==> config.mk <==
export PLATFORM = sky130hd
export DESIGN_NAME = reply_packet_deframer_unit
export DESIGN_NICKNAME = d
export VERILOG_FILES = /design/src/rtl/core/rpd_pkg.sv /design/src/rtl/core/reply_packet_deframer_unit.sv
export SDC_FILE = /design/constraint.sdc
export NUM_CORES = 1
export LEC_CHECK = 0
export BUFFER_PORTS_ARGS = -buffer_cell sky130_fd_sc_hd__buf_4
export CORE_UTILIZATION = 27
export DETAILED_ROUTE_END_ITERATION = 7
export HOLD_SLACK_MARGIN = 0.06
export SETUP_SLACK_MARGIN = 0.4
export SYNTH_ARGS = -nofsm -noshare
export SYNTH_HDL_FRONTEND = slang
export SYNTH_SLANG_ARGS = --single-unit
==> constraint.sdc <==
create_clock -name aclk -period 13.8 [get_ports aclk]
set_clock_uncertainty 0.05 [all_clocks]
set_input_delay 1.38 -clock aclk [delete_from_list [all_inputs] [get_ports aclk]]
set_output_delay 1.38 -clock aclk [all_outputs]
set_load 0.02 [all_outputs]
==> src/rtl/core/rpd_pkg.sv <==
`timescale 1ns / 1ps
// ----------------------------------------------------------------------------
// rpd_pkg
// Shared types and constants for the reply packet deframer.
// ----------------------------------------------------------------------------
package rpd_pkg;

    // hard ceiling on payload length, checksum excluded
    localparam int unsigned PAYLOAD_LIMIT = 256;
    localparam logic [15:0] LEN_LIMIT     = 16'(PAYLOAD_LIMIT + 2);

    // register reset values
    localparam logic [15:0] START_CODE_RST  = 16'hEF01;
    localparam logic [31:0] DEV_ADDR_RST    = 32'hFFFF_FFFF;
    localparam logic [8:0]  MAX_PAYLOAD_RST = 9'd33;
    localparam logic [15:0] TIMEOUT_RST     = 16'd2000;

    // configuration register indexes
    typedef enum logic [1:0] {
        REG_START_CODE  = 2'd0,
        REG_DEV_ADDR    = 2'd1,
        REG_MAX_PAYLOAD = 2'd2,
        REG_TIMEOUT     = 2'd3
    } rpd_reg_t;

    // input item modes
    typedef enum logic [1:0] {
        MODE_BYTE  = 2'd0,
        MODE_TICK  = 2'd1,
        MODE_START = 2'd2,
        MODE_NONE  = 2'd3
    } rpd_mode_t;

    // result kinds
    typedef enum logic [1:0] {
        KIND_PAYLOAD  = 2'd0,
        KIND_GOOD     = 2'd1,
        KIND_BAD_CSUM = 2'd2,
        KIND_TIMEOUT  = 2'd3
    } rpd_kind_t;

    // deframer phases
    typedef enum logic [2:0] {
        PH_HUNT = 3'd0,
        PH_ADDR = 3'd1,
        PH_PID  = 3'd2,
        PH_LEN  = 3'd3,
        PH_DATA = 3'd4,
        PH_CSUM = 3'd5
    } rpd_phase_t;

    typedef struct packed {
        logic [1:0] mode;
        logic [7:0] rx_byte;
    } rpd_in_t;

    typedef struct packed {
        logic [1:0] kind;
        logic [7:0] payload_byte;
        logic [8:0] payload_count;
        logic [7:0] packet_id;
    } rpd_out_t;

endpackage

==> src/rtl/core/reply_packet_deframer_unit.sv <==
`timescale 1ns / 1ps
// ----------------------------------------------------------------------------
// reply_packet_deframer_unit
// Deframes reply packets from a UART byte stream and watches for timeouts.
// ----------------------------------------------------------------------------
// Usage:
//   s_* carries one beat per item: a received byte, a timer tick or a start
//   command that arms the reply timeout. m_* carries at most one result beat
//   per item: a payload byte, frame good, checksum bad or timeout.
//   cfg_* writes the start code, device address, max payload and timeout
//   tick count; cfg_ready is always high. Write only while the block is idle.
// Throughput and datapath:
//   one item per cycle while s_ready is high; each result lands in the result
//   register, or in the skid entry while m_* stalls. All per-item work is one
//   pass of logic from the state registers into this two-entry output buffer.
// Stall:
//   while m_ready is low the skid entry takes one more result; s_ready drops
//   only once the skid entry is full.
// Reset:
//   aresetn (synchronous, active low) restores the default registers,
//   returns to start code hunting, disarms the timeout and empties the
//   output buffer. No clearing pass is needed.
// ----------------------------------------------------------------------------
module reply_packet_deframer_unit
    import rpd_pkg::*;
(
    input  logic        aclk,
    input  logic        aresetn,
    // item channel
    input  logic        s_valid,
    output logic        s_ready,
    input  rpd_in_t     s_data,
    // result channel
    output logic        m_valid,
    input  logic        m_ready,
    output rpd_out_t    m_data,
    // configuration channel
    input  logic        cfg_valid,
    output logic        cfg_ready,
    input  logic [1:0]  cfg_index,
    input  logic [31:0] cfg_data
);

    // configuration registers
    logic [15:0] start_code_reg;
    logic [31:0] dev_addr_reg;
    logic [8:0]  max_payload_reg;
    logic [15:0] timeout_reg;

    // deframer state
    rpd_phase_t  phase_reg,     phase_next;
    logic [15:0] window_reg,    window_next;
    logic [31:0] shift_reg,     shift_next;
    logic [1:0]  byte_idx_reg,  byte_idx_next;
    logic [7:0]  frame_id_reg,  frame_id_next;
    logic [8:0]  frame_len_reg, frame_len_next;
    logic [8:0]  bytes_left_reg, bytes_left_next;
    logic [15:0] sum_reg,       sum_next;
    logic [15:0] idle_reg,      idle_next;
    logic        armed_reg,     armed_next;

    // output buffer
    logic        out_valid_reg, skid_valid_reg;
    rpd_out_t    out_reg, skid_reg;

    // per-item result
    logic        res_valid;
    rpd_out_t    res;

    logic        s_acc, m_acc;
    logic [31:0] shifted;
    logic [15:0] len;
    logic [9:0]  len_max;
    logic [15:0] idle_inc;
    logic [8:0]  left_dec;

    assign cfg_ready = 1'b1;
    assign s_ready   = !skid_valid_reg;
    assign s_acc     = s_valid && s_ready;
    assign m_valid   = out_valid_reg;
    assign m_data    = out_reg;
    assign m_acc     = out_valid_reg && m_ready;

    assign shifted  = {shift_reg[23:0], s_data.rx_byte};
    assign len      = shifted[15:0];
    assign len_max  = {1'b0, max_payload_reg} + 10'd2;
    assign idle_inc = (idle_reg != 16'hFFFF) ? idle_reg + 16'd1 : idle_reg;
    assign left_dec = (bytes_left_reg != 9'd0) ? bytes_left_reg - 9'd1 : bytes_left_reg;

    // next state and result for the item on s_data
    always_comb begin
        phase_next      = phase_reg;
        window_next     = window_reg;
        shift_next      = shift_reg;
        byte_idx_next   = byte_idx_reg;
        frame_id_next   = frame_id_reg;
        frame_len_next  = frame_len_reg;
        bytes_left_next = bytes_left_reg;
        sum_next        = sum_reg;
        idle_next       = idle_reg;
        armed_next      = armed_reg;
        res_valid       = 1'b0;
        res             = '0;

        unique case (rpd_mode_t'(s_data.mode))
            MODE_START: begin
                phase_next    = PH_HUNT;
                window_next   = '0;
                shift_next    = '0;
                byte_idx_next = '0;
                idle_next     = '0;
                armed_next    = 1'b1;
            end
            MODE_TICK: begin
                if (armed_reg) begin
                    idle_next = idle_inc;
                    if (idle_inc >= timeout_reg) begin
                        armed_next    = 1'b0;
                        idle_next     = '0;
                        phase_next    = PH_HUNT;
                        window_next   = '0;
                        shift_next    = '0;
                        byte_idx_next = '0;
                        res_valid     = 1'b1;
                        res.kind      = KIND_TIMEOUT;
                    end
                end
            end
            MODE_BYTE: begin
                idle_next = '0;
                unique case (phase_reg)
                    PH_HUNT: begin
                        window_next = {window_reg[7:0], s_data.rx_byte};
                        if ({window_reg[7:0], s_data.rx_byte} == start_code_reg) begin
                            phase_next    = PH_ADDR;
                            window_next   = '0;
                            shift_next    = '0;
                            byte_idx_next = '0;
                        end
                    end
                    PH_ADDR: begin
                        shift_next = shifted;
                        if (byte_idx_reg != 2'd3) begin
                            byte_idx_next = byte_idx_reg + 2'd1;
                        end else begin
                            phase_next    = (shifted == dev_addr_reg) ? PH_PID : PH_HUNT;
                            window_next   = '0;
                            shift_next    = '0;
                            byte_idx_next = '0;
                        end
                    end
                    PH_PID: begin
                        frame_id_next = s_data.rx_byte;
                        sum_next      = {8'd0, s_data.rx_byte};
                        phase_next    = PH_LEN;
                        shift_next    = '0;
                        byte_idx_next = '0;
                    end
                    PH_LEN: begin
                        shift_next = {16'd0, len};
                        if (byte_idx_reg == 2'd0) begin
                            byte_idx_next = 2'd1;
                        end else begin
                            shift_next    = '0;
                            byte_idx_next = '0;
                            if (len > LEN_LIMIT || len > {6'd0, len_max} || len < 16'd2) begin
                                phase_next  = PH_HUNT;
                                window_next = '0;
                            end else begin
                                frame_len_next  = len[8:0];
                                bytes_left_next = len[8:0] - 9'd2;
                                sum_next        = sum_reg + {8'd0, len[15:8]}
                                                + {8'd0, len[7:0]};
                                phase_next      = (len[8:0] == 9'd2) ? PH_CSUM : PH_DATA;
                            end
                        end
                    end
                    PH_DATA: begin
                        sum_next         = sum_reg + {8'd0, s_data.rx_byte};
                        bytes_left_next  = left_dec;
                        if (left_dec == 9'd0) begin
                            phase_next    = PH_CSUM;
                            shift_next    = '0;
                            byte_idx_next = '0;
                        end
                        res_valid        = 1'b1;
                        res.kind         = KIND_PAYLOAD;
                        res.payload_byte = s_data.rx_byte;
                        res.packet_id    = frame_id_reg;
                    end
                    PH_CSUM: begin
                        shift_next = {16'd0, len};
                        if (byte_idx_reg == 2'd0) begin
                            byte_idx_next = 2'd1;
                        end else begin
                            phase_next    = PH_HUNT;
                            window_next   = '0;
                            shift_next    = '0;
                            byte_idx_next = '0;
                            res_valid     = 1'b1;
                            res.packet_id = frame_id_reg;
                            if (len != sum_reg) begin
                                res.kind = KIND_BAD_CSUM;
                            end else begin
                                armed_next        = 1'b0;
                                res.kind          = KIND_GOOD;
                                res.payload_count = frame_len_reg - 9'd2;
                            end
                        end
                    end
                    default: begin
                        phase_next    = PH_HUNT;
                        window_next   = '0;
                        shift_next    = '0;
                        byte_idx_next = '0;
                    end
                endcase
            end
            default: begin
            end
        endcase
    end

    // configuration registers
    always_ff @(posedge aclk) begin
        if (!aresetn) begin
            start_code_reg  <= START_CODE_RST;
            dev_addr_reg    <= DEV_ADDR_RST;
            max_payload_reg <= MAX_PAYLOAD_RST;
            timeout_reg     <= TIMEOUT_RST;
        end else if (cfg_valid) begin
            unique case (rpd_reg_t'(cfg_index))
                REG_START_CODE:  start_code_reg  <= cfg_data[15:0];
                REG_DEV_ADDR:    dev_addr_reg    <= cfg_data;
                REG_MAX_PAYLOAD: max_payload_reg <= cfg_data[8:0];
                REG_TIMEOUT:     timeout_reg     <= cfg_data[15:0];
                default: begin
                end
            endcase
        end
    end

    // deframer state registers
    always_ff @(posedge aclk) begin
        if (!aresetn) begin
            phase_reg      <= PH_HUNT;
            window_reg     <= '0;
            shift_reg      <= '0;
            byte_idx_reg   <= '0;
            frame_id_reg   <= '0;
            frame_len_reg  <= '0;
            bytes_left_reg <= '0;
            sum_reg        <= '0;
            idle_reg       <= '0;
            armed_reg      <= 1'b0;
        end else if (s_acc) begin
            phase_reg      <= phase_next;
            window_reg     <= window_next;
            shift_reg      <= shift_next;
            byte_idx_reg   <= byte_idx_next;
            frame_id_reg   <= frame_id_next;
            frame_len_reg  <= frame_len_next;
            bytes_left_reg <= bytes_left_next;
            sum_reg        <= sum_next;
            idle_reg       <= idle_next;
            armed_reg      <= armed_next;
        end
    end

    // output buffer: result register with one skid entry behind it
    always_ff @(posedge aclk) begin
        if (!aresetn) begin
            out_valid_reg  <= 1'b0;
            skid_valid_reg <= 1'b0;
        end else begin
            if (m_acc) begin
                out_valid_reg  <= skid_valid_reg || (s_acc && res_valid);
                skid_valid_reg <= 1'b0;
            end else if (s_acc && res_valid) begin
                out_valid_reg  <= 1'b1;
                skid_valid_reg <= out_valid_reg;
            end
        end
    end

    // buffer payload
    always_ff @(posedge aclk) begin
        if (m_acc) begin
            out_reg <= skid_valid_reg ? skid_reg : res;
        end else if (s_acc && res_valid) begin
            if (out_valid_reg) begin
                skid_reg <= res;
            end else begin
                out_reg <= res;
            end
        end
    end

`ifndef SYNTH
    // skid entry is only ever filled behind a full result register
    a_skid_order: assert property (@(posedge aclk) disable iff (!aresetn)
        skid_valid_reg |-> out_valid_reg)
        else $error("skid entry valid with empty result register");

    // a data phase always has payload bytes left to take
    a_data_left: assert property (@(posedge aclk) disable iff (!aresetn)
        (phase_reg == PH_DATA) |-> (bytes_left_reg != 9'd0))
        else $error("data phase with no bytes left");

    // the idle counter only runs while a wait is armed
    a_idle_armed: assert property (@(posedge aclk) disable iff (!aresetn)
        (idle_reg != 16'd0) |-> armed_reg)
        else $error("idle ticks counted while not armed");

    // a timeout result disarms and returns to hunting
    a_timeout_disarm: assert property (@(posedge aclk) disable iff (!aresetn)
        (s_acc && res_valid && res.kind == KIND_TIMEOUT)
            |=> (!armed_reg && phase_reg == PH_HUNT))
        else $error("timeout left the wait armed");
`endif

endmodule
; ---- Word-level counts from Yosys, hierarchy flattened
; Cells that the tools add are included.
[totals]
reg_bits = 225
out_inout_bits = 30
input_bits = 49
word_cells = 186
[classes]
add_sub_neg = 9
reduce_logical = 37
n_bitwise = 4
n_eq_ne = 31
muxes = 77
order_cmp = 4
[ops]
columns = cell, n
row1 = two-way mux 24 bit, 5
row2 = two-way mux 27 bit, 4
row3 = two-way mux 16 bit, 6
row4 = one-hot mux 24 bit (4 select lines), 1
row5 = one-hot mux 24 bit (3 select lines), 1
row6 = two-way mux 8 bit, 8
row7 = adder 16 x 8 -> 16 bit, 3
row8 = one-hot mux 16 bit (3 select lines), 1
row9 = two-way mux 9 bit, 5
row10 = one-hot mux 8 bit (5 select lines), 1
row11 = equality test 32 bit, 1
row12 = one-hot mux 16 bit (2 select lines), 1
row13 = two-way mux 25 bit, 1
row14 = two-way mux 3 bit, 8
row15 = one-hot mux 8 bit (3 select lines), 1
row16 = two-way mux 2 bit, 11
row17 = AND reduction 5 bit, 4
row18 = "inequality test 3 bit, second input constant", 6
row19 = one-hot mux 3 bit (6 select lines), 1
row20 = one-hot mux 9 bit (2 select lines), 1
row21 = AND reduction 9 bit, 2
row22 = "subtractor 9 x 2 -> 9 bit, second input constant", 2
row23 = two-way mux 17 bit, 1
row24 = "adder 16 x 1 -> 16 bit, second input constant", 1
row25 = 40 further kinds, 86

; ---- Longest topological paths before layout
; Gate-level depths: netlist of the first run.
[depth]
depth_word = 9
ltp_mapped = 16
depth_no_buf = 14

; ---- Least setup slack after synthesis of the first run
; No wires, ideal clock.
[synth_timing]
path_type = reg2reg
start = reg idle_reg[3]
end = reg skid_reg[0] (netlist name), enable pin
period_less_slack_ps = 5522
path_stages_with_launch = 14
arrival_ps = 5021
setup_time_ps = 451
t_required_ps = 13299
n_path_buf = 1
setup_slack_ps = 8278
cell_sequence = dfxtp_1 -> and4_1 -> nand4_1 -> nor4_1 -> clkbuf_1 -> mux2_2 -> ha_1 -> nand2_1 -> o21ai_0 -> a2111oi_1 -> o21ai_0 -> nand2_1 -> a21o_1 -> nor3b_1
[synth_via]
elab_chain_len = 8
word_cells_on_any_way = 9
classes_between = add/sub: 1 / order compare: 1 / eq/ne: 1 / mux: 4 / reduce/logical: 2
[synth_lines]
columns = element, line_no
row1 = "start, declared", reply_packet_deframer_unit.sv:59  ; logic [15:0] idle_reg, idle_next;
row2 = "start signal, assigned", reply_packet_deframer_unit.sv:265  ; idle_reg <= idle_next;
row3 = adder 16 x 1 -> 16 bit / inequality test 16 bit (equally long branches), reply_packet_deframer_unit.sv:87  ; assign idle_inc = (idle_reg != 16'hFFFF) ? idle_reg + 16'd1 : idle_reg;
row4 = two-way mux 16 bit (*), reply_packet_deframer_unit.sv:87
row5 = >= comparator 16 bit (*), reply_packet_deframer_unit.sv:117  ; if (idle_inc >= timeout_reg) begin
row6 = two-way mux 1 bit (*), reply_packet_deframer_unit.sv:117
row7 = two-way mux 1 bit (*), reply_packet_deframer_unit.sv:115  ; if (armed_reg) begin
row8 = one-hot mux 1 bit (2 select lines) (*), reply_packet_deframer_unit.sv:105  ; unique case (rpd_mode_t'(s_data.mode))
row9 = logical AND 1 bit (*), reply_packet_deframer_unit.sv:290  ; end else if (s_acc && res_valid) begin
row10 = AND reduction 3 bit (no source line) (*), --
row11 = "end signal, assigned", reply_packet_deframer_unit.sv:292  ; skid_reg <= res;
row12 = "end, declared", reply_packet_deframer_unit.sv:64  ; rpd_out_t out_reg, skid_reg;
; Every way passes the cells marked *; elsewhere a longest branch is shown, timed or not.
; A chain may end at the register's enable or synchronous reset.

; ---- Worst setup path after layout of the first run
[layout_timing]
start = reg idle_reg[6]
end = reg out_reg, in the netlist m_data[20], enable pin
[layout_via]
elab_chain_len = 9
word_cells_on_any_way = 10
classes_between = add/sub: 1 / order compare: 1 / eq/ne: 1 / mux: 4 / reduce/logical: 3
[layout_lines]
columns = element, line_no
row1 = adder 16 x 1 -> 16 bit / inequality test 16 bit (equally long branches), reply_packet_deframer_unit.sv:87
row2 = two-way mux 16 bit (*), reply_packet_deframer_unit.sv:87
row3 = >= comparator 16 bit (*), reply_packet_deframer_unit.sv:117
row4 = two-way mux 1 bit (*), reply_packet_deframer_unit.sv:117
row5 = two-way mux 1 bit (*), reply_packet_deframer_unit.sv:115
row6 = one-hot mux 1 bit (2 select lines) (*), reply_packet_deframer_unit.sv:105
row7 = logical AND 1 bit (*), reply_packet_deframer_unit.sv:290
row8 = nonzero test 2 bit (no source line) (*), --
row9 = AND reduction 2 bit (no source line) (*), --
row10 = "end signal, assigned", reply_packet_deframer_unit.sv:289  ; out_reg <= skid_valid_reg ? skid_reg : res;
row11 = "end signal, assigned", reply_packet_deframer_unit.sv:294  ; out_reg <= res;
row12 = "end, declared", reply_packet_deframer_unit.sv:64
; Marks and branches as above.

==> results of run 1 <==
-- final cells by class --
| class | count | area, µm² | share of cell area, % |
|---|---|---|---|
| clock inverter | 6 | 48.8 | 0.346 |
| multi-input combinational | 1055 | 6660 | 47.3 |
| sequential | 225 | 5040 | 35.8 |
| inverter | 38 | 143 | 1.01 |
| clock buffer | 38 | 756 | 5.36 |
| timing repair buffer | 92 | 691 | 4.90 |
| tap | 592 | 741 | 5.26 |
-- power by group --
group	total (µW)	leakage [µW]	internal, µW	switching (µW)
clock	652	0.000384	378	274
sequential	690	0.00188	682	8.25
combinational	102	0.00319	39.0	63.3
-- worst paths after layout --
path | to | slack (ns) | cells after the start
hold reg to reg | timeout_reg[2] | 0.41 | 2
setup reg to reg | m_data[20] | 9.14 | 15
hold / removal | timeout_reg[2] | 0.41 | 2
setup / recovery | m_data[20] | 9.14 | 15
-- kinds of logic after synthesis --
logic type / after synthesis
and+or+nand+nor: 605
DFF: 225
AOI/OAI and AO/OA: 224
buffers and inverters: 118
xor gates and xnor gates: 93
muxes: 72
adders and majority gates: 60
other: 1
-- stage by stage --
step	cells	setup slack, ns	area (µm²)	total power (µW)
floorplan	1398	8.28	12200	768
detailed placement	2002	9.24	13300	806
global route	2046	8.90	14100	1500
CTS	2046	9.16	14100	1460
global placement	2002	9.28	13300	804
finish	2046	9.14	14100	1440
-- metal layers --
metal	vias to the layer above	wire length [µm]	part of all wire, %	global-route usage [%]
met5	-	0	0	0
met4	0	699	2.1	3.74
met3	52	1630	4.9	2.47
met2	258	14600	44	22.0
met1	4836	16100	49	20.1
li1	5007	-	-	-
-- worst min-delay path, stage by stage, from the launching register on --
cell	delay, ns
dfxtp_1	0.31
nand2_1	0.05
a21oi_1	0.05
-- Yosys cell counts (9+ instances only) --
cell / number / area share [%]
a211oi_1: 13 / 0.80
a21oi_1: 72 / 3.0
a22oi_1: 16 / 0.99
a31oi_1: 10 / 0.51
and2_1: 13 / 0.67
and3_1: 10 / 0.51
buf_2: 9 / 0.37
clkbuf_1: 61 / 1.9
dfxtp_1: 171 / 28
edfxtp_1: 54 / 13
fa_1: 10 / 1.6
ha_1: 50 / 5.1
inv_1: 37 / 1.1
mux2_2: 19 / 1.8
mux2i_1: 53 / 4.4
nand2_1: 272 / 8.4
nand3_1: 91 / 3.7
nand4_1: 25 / 1.3
nor2_1: 101 / 3.1
nor3_1: 26 / 1.1
nor4_1: 15 / 0.77
o211ai_1: 14 / 0.86
o21ai_0: 35 / 1.4
xnor2_1: 68 / 4.9
xor2_1: 25 / 1.8
==> summary.txt, run 1 <==
Synth
  – Mapped Area: 0.0122 mm²
  – Number of synthesized flops with an enable pin: 54
  – Mux cell area share after synthesis: approximately 6.1%
  – Synth Area in XOR/XNOR: between 6 and 7%
  – Post-synth top flop: dfxtp_1
  – Post-synthesis instance total: about 1400
  – Async SR Flop Fraction: 0%
  – Part of the Yosys area used for sequential elements: roughly 41%
  – Synth Area in Adders: 6.78%
  – Simple-gate share of the synthesized area: a little under a quarter
  – Compound-Gate Fraction of Synth Area: around 12%
  – Largest family of logic cells by synthesized area: simple AND/OR/NAND/NOR gates
  – Syn Area/Cell: slightly below 9 µm²
  – Synth warn: 0
  – Syn_nets: roughly 1500
  – Post-synth cell types: between 70 and 80
  – #FFs+latches synth: approximately 230

Drt
  – DR DRC count: 0
  – 1st-iter DRT viols: about 660
  – DRT Wirelength: ~33000 µm
  – WL per Instance: approximately 16 µm
  – Pre-Repair DR Iteration Count: 5
  – Post-route ant nets: 0
  – Via Count: approximately 10000
  – Vias per cell: 4.96

Clocking
  – Clock net sink count: roughly 230
  – Clk_lat worst skew: about 0.54 ns
  – CTS H-Tree Depth: 1
  – CTS Buf Count: 25
  – CTS Root Cell: clkbuf_16
  – Hold-fix buffers at CTS: 0
  – Resized cells post-CTS: 0
  – Clock tree from TritonCTS: built
  – CTS max path bufs: 3
  – Clock-pin slew on the worst setup and hold paths: 0.06 ns
  – Postcts setup bufs: 0

Setup path
  – Setup crit start kind: flip-flop
  – Worst setup path class: reg2reg
  – Critical Path Sink Type: flip-flop
  – Worst path bufs/invs: 2
  – Max incr delay on CP: around 0.80 ns
  – CP cell instances: and4_1 -> nand4_1 -> nor4_1 -> buf_4 -> or3b_2 -> and2_1 -> or2_2 -> ha_1 -> a211o_1 -> a2111oi_1 -> o21ai_0 -> nand2_1 -> a21o_1 -> o21ai_2 -> buf_4
  – Arrival time worst endpoint: a little under 5 ns
  – Max FO, Critical Path: 27
  – Cell mode on critical path: buf_4
  – Data required, critical path: ~14 ns
  – CP max-delay cell: a2111oi_1
  – Family with the most delay on the worst path: simple AND/OR/NAND/NOR gates
  – Reg-to-Reg Start: idle_reg[6]
  – CP startpoint: idle_reg[6]

Placement
  – Gpl congestion: 0.874
  – Number of port buffers: between 70 and 80
  – DP HPWL: 23100 µm

GRT
  – First-pass GRT wire length: 53000 µm
  – Initial antenna violation count: 0
  – Total track usage: 14.2%
  – Largest net degree at the start of global routing: between 100 and 150
  – GRT Residual Overflow: 0
  – Vias in the first global route: 9768

Timing
  – RSZ-0062 raised after global routing: no
  – TNS Setup: 0 ns
  – Slew Viols, Final: 0
  – Hold WS: a little over 0.4 ns
  – FMAX: around 0.21 GHz
  – Fin. Hold Viols: 0
  – Final Cycle Share: between 30% and 40%
  – Final Setup Violations: 0
  – Min cycle time layout: 4.66 ns
  – Slew Limit Headroom: between 10% and 20%
  – Least-Margin Pin Slew: 1.23 ns

Final layout
  – Share of layout cells above drive strength 1: between 10% and 20%
  – Fill count: around 4600
  – Layout Utilization: 31.8%
  – Nets: about 1500
  – Commonest non-fill, non-tap cell in the layout: nand2_1
  – Antenna cell count: 0
  – Synthesis-to-finish area growth: 15.7%
  – Largest register FFs: 32
  – Commonest non-fill, non-tap cells in the layout: nand2_1, dfxtp_1, nor2_1, buf_4, nand3_1

Floorplanning
  – Die ar.: between 0.04 and 0.05 mm²
  – Initial Utilization: between 20 and 30%
  – Core ar.: around 0.044 mm²
  – Top Ports: roughly 80
  – Row count: 77
  – Die W: around 210 µm
  – Die Ht: between 200 and 250 µm

Worst hold path
  – Hold path startpoint: timeout_reg[2]
  – Path category of the worst min-delay check: reg2reg

Pwr
  – Lkg Pwr: 0.00545 µW
  – Peak supply drop: ~0.066 mV
  – PD cells: slightly above 100 mW/mm²

Run status
  – Status: completed

Flow run
  – Max Cap Viol: 0
Note: power is estimated with default switching activity, not from simulation.
==> run 2: changes to the inputs <==
clock period = 3.94 ns   (was 13.8 ns; I/O delays follow)
==> run 2 against run 1 <==
Utilization grew 2.7 points; worst hold slack lost 0.34 ns; die area is the same; design area grew 8.6%; sequential cell count is the same; critical path depth grew 1; critical path type unchanged; largest power group unchanged.
==> summary.txt, run 2 (synthesis gave the netlist of run 1 again) <==
Placement
  – Number of port buffers: slightly below 80
  – DP HPWL: around 23000 µm
  – Gpl congestion: about 0.84
  – DP Area: approximately 0.013 mm²

Floorplanning
  – Core ar.: ~0.044 mm²
  – Die W: between 200 and 250 µm
  – Initial Utilization: between 20% and 30%
  – Die ar.: roughly 0.046 mm²
  – Die Ht: about 210 µm
  – Row count: 77
  – Top Ports: ~80

Setup path
  – Data required, critical path: about 4.4 ns
  – Max FO, Critical Path: 8
  – Reg-to-Reg Start: idle_reg[4]
  – Setup crit start kind: flip-flop
  – R2R cell count: 16
  – Reg2Reg Setup Slack: slightly below 0.3 ns
  – Critical Path Sink Type: flip-flop
  – Worst setup path class: reg2reg
  – Arrival time worst endpoint: 4.07 ns
  – Reg2reg end: idle_reg[13]

GRT
  – Largest net degree at the start of global routing: between 70 and 80
  – Initial antenna violation count: 2
  – First-pass GRT wire length: about 55000 µm
  – GRT Residual Overflow: 0
  – Total track usage: between 10 and 15%
  – Vias in the first global route: between 10000 and 15000

Clocking
  – CTS max path bufs: 3
  – Clock net sink count: 225
  – Clk_lat worst skew: between 0.5 and 0.6 ns
  – Clock-pin slew on the worst setup and hold paths: ~0.07 ns
  – CTS H-Tree Depth: 1
  – Clock tree from TritonCTS: built
  – CTS Root Cell: clkbuf_16
  – CTS Buf Count: 25

Final layout
  – Largest register FFs: 32
  – Synthesis-to-finish area growth: 25.7%
  – Share of layout cells above drive strength 1: between 10% and 20%
  – Final instance area: around 0.015 mm²
  – Commonest non-fill, non-tap cell in the layout: nand2_1
  – Commonest non-fill, non-tap cells in the layout: nand2_1, dfxtp_1, buf_4, nor2_1, nand3_1
  – Nets: about 1600

Pwr
  – Peak supply drop: roughly 0.29 mV
  – Lkg Pwr: just under 0.006 µW
  – PD cells: between 300 and 400 mW/mm²

Worst hold path
  – Hold path startpoint: cfg_data[3]
  – Hold Path Sink: dev_addr_reg[3]
  – WHS Path Cells: 3
  – Path category of the worst min-delay check: in2reg

Flow run
  – Max Cap Viol: 0

Timing
  – Least-Margin Pin Slew: about 1.2 ns
  – TNS Setup: 0 ns
  – RSZ-0062 raised after global routing: yes
  – Final Setup Violations: 0
  – Slew Limit Headroom: a little under a fifth
  – Hold WS: about 0.074 ns
  – Final Cycle Share: a little over 90%
  – Slew Viols, Final: 0
  – FMAX: roughly 0.27 GHz
  – Fin. Hold Viols: 0
  – Min cycle time layout: between 3 and 4 ns

Drt
  – DRT Wirelength: approximately 35000 µm
  – DR DRC count: 0
  – Post-route ant nets: 0
  – WL per Instance: between 15 and 20 µm
  – Vias per cell: approximately 5
  – Pre-Repair DR Iteration Count: 7
  – Via Count: approximately 11000
  – 1st-iter DRT viols: approximately 800

Run status
  – Status: completed
==> run 2: cell types whose count changed in the layout (fill, tap and decap cells not counted), moves of 5 or more <==
cell / change
buf_4: +30
buf_6: +12
clkinv_2: +5
dfxtp_1: -8
dfxtp_2: +5
dlygate4sd3_1: +30
ha_1: -6
o21ai_0: -7
==> run 2: report_power, final <==
group	internal [µW]	total [µW]	leakage (µW)	switching, µW
Clock	1400	2400	0.000401	991
Combinational	175	420	0.00368	245
Sequential	2390	2410	0.00188	27.3
==> run 2: metrics by stage <==
| stage | total power (µW) | setup slack, ns | instances | util (%) |
|---|---|---|---|---|
| floorplan | 2690 | -0.0221 | 1398 | - |
| global placement | 2820 | 0.119 | 2019 | 30.4 |
| detailed placement | 2830 | 0.0361 | 2019 | 30.4 |
| CTS | 5250 | 0.344 | 2111 | 33.6 |
| global route | 5390 | 0.141 | 2130 | 34.5 |
| finish | 5230 | 0.290 | 2131 | 34.5 |
==> run 2: critical path, cell delays in order, from the launching register on <==
cell,delay (ns)
dfxtp_4,0.36
and4_4,0.21
nand4_1,0.18
nor4_4,0.27
buf_6,0.17
buf_6,0.11
nor3_4,0.05
xor2_2,0.18
ha_1,0.31
a211o_1,0.29
a2111oi_4,0.29
o21bai_2,0.16
a2111oi_4,0.46
buf_6,0.20
buf_6,0.10
a22oi_2,0.04
nor2_1,0.12
==> run 2: layout make-up <==
type / count / area [µm²]
Clock buffer: 30 / 664
Clock inverter: 16 / 170
Inverter: 38 / 143
Multi-Input combinational cell: 1055 / 6970
Sequential cell: 225 / 5060
Timing Repair Buffer: 174 / 1550
Antenna cell: 1 / 2.50
Tap cell: 592 / 741
Fill cell: 4592 / 29000
==> run 2: what timing repair did <==
item / 4_1_cts / 5_1_grt
pin swaps: 15 / 25
setup endpoints to repair: 108 / 140
buffers inserted: 12 / 15
hold buffers: 30 / 0
hold endpoints to repair: 37 / 0
gates cloned: 4 / 4
gates resized for setup: 29 / 56
==> run 2: worst max path at each step <==
stage,startpoint,to,slack [ns]
6_report,idle_reg[4],idle_reg[13],0.29
5_1_grt,idle_reg[4],idle_reg[13],0.14
4_1_cts,idle_reg[4],m_data[19],0.34
3_5_place_dp,idle_reg[3],idle_reg[0],0.04
3_3_place_gp,idle_reg[3],idle_reg[4],0.12
2_1_floorplan,idle_reg[3],skid_reg[0],-0.02
==> run 2: metal layers <==
metal | GRT usage [%] | wire length, µm
met1 | 20.0 | 16400
met5 | 0 | 0
met4 | 4.33 | 920
met3 | 2.68 | 1940
met2 | 23.6 | 15800
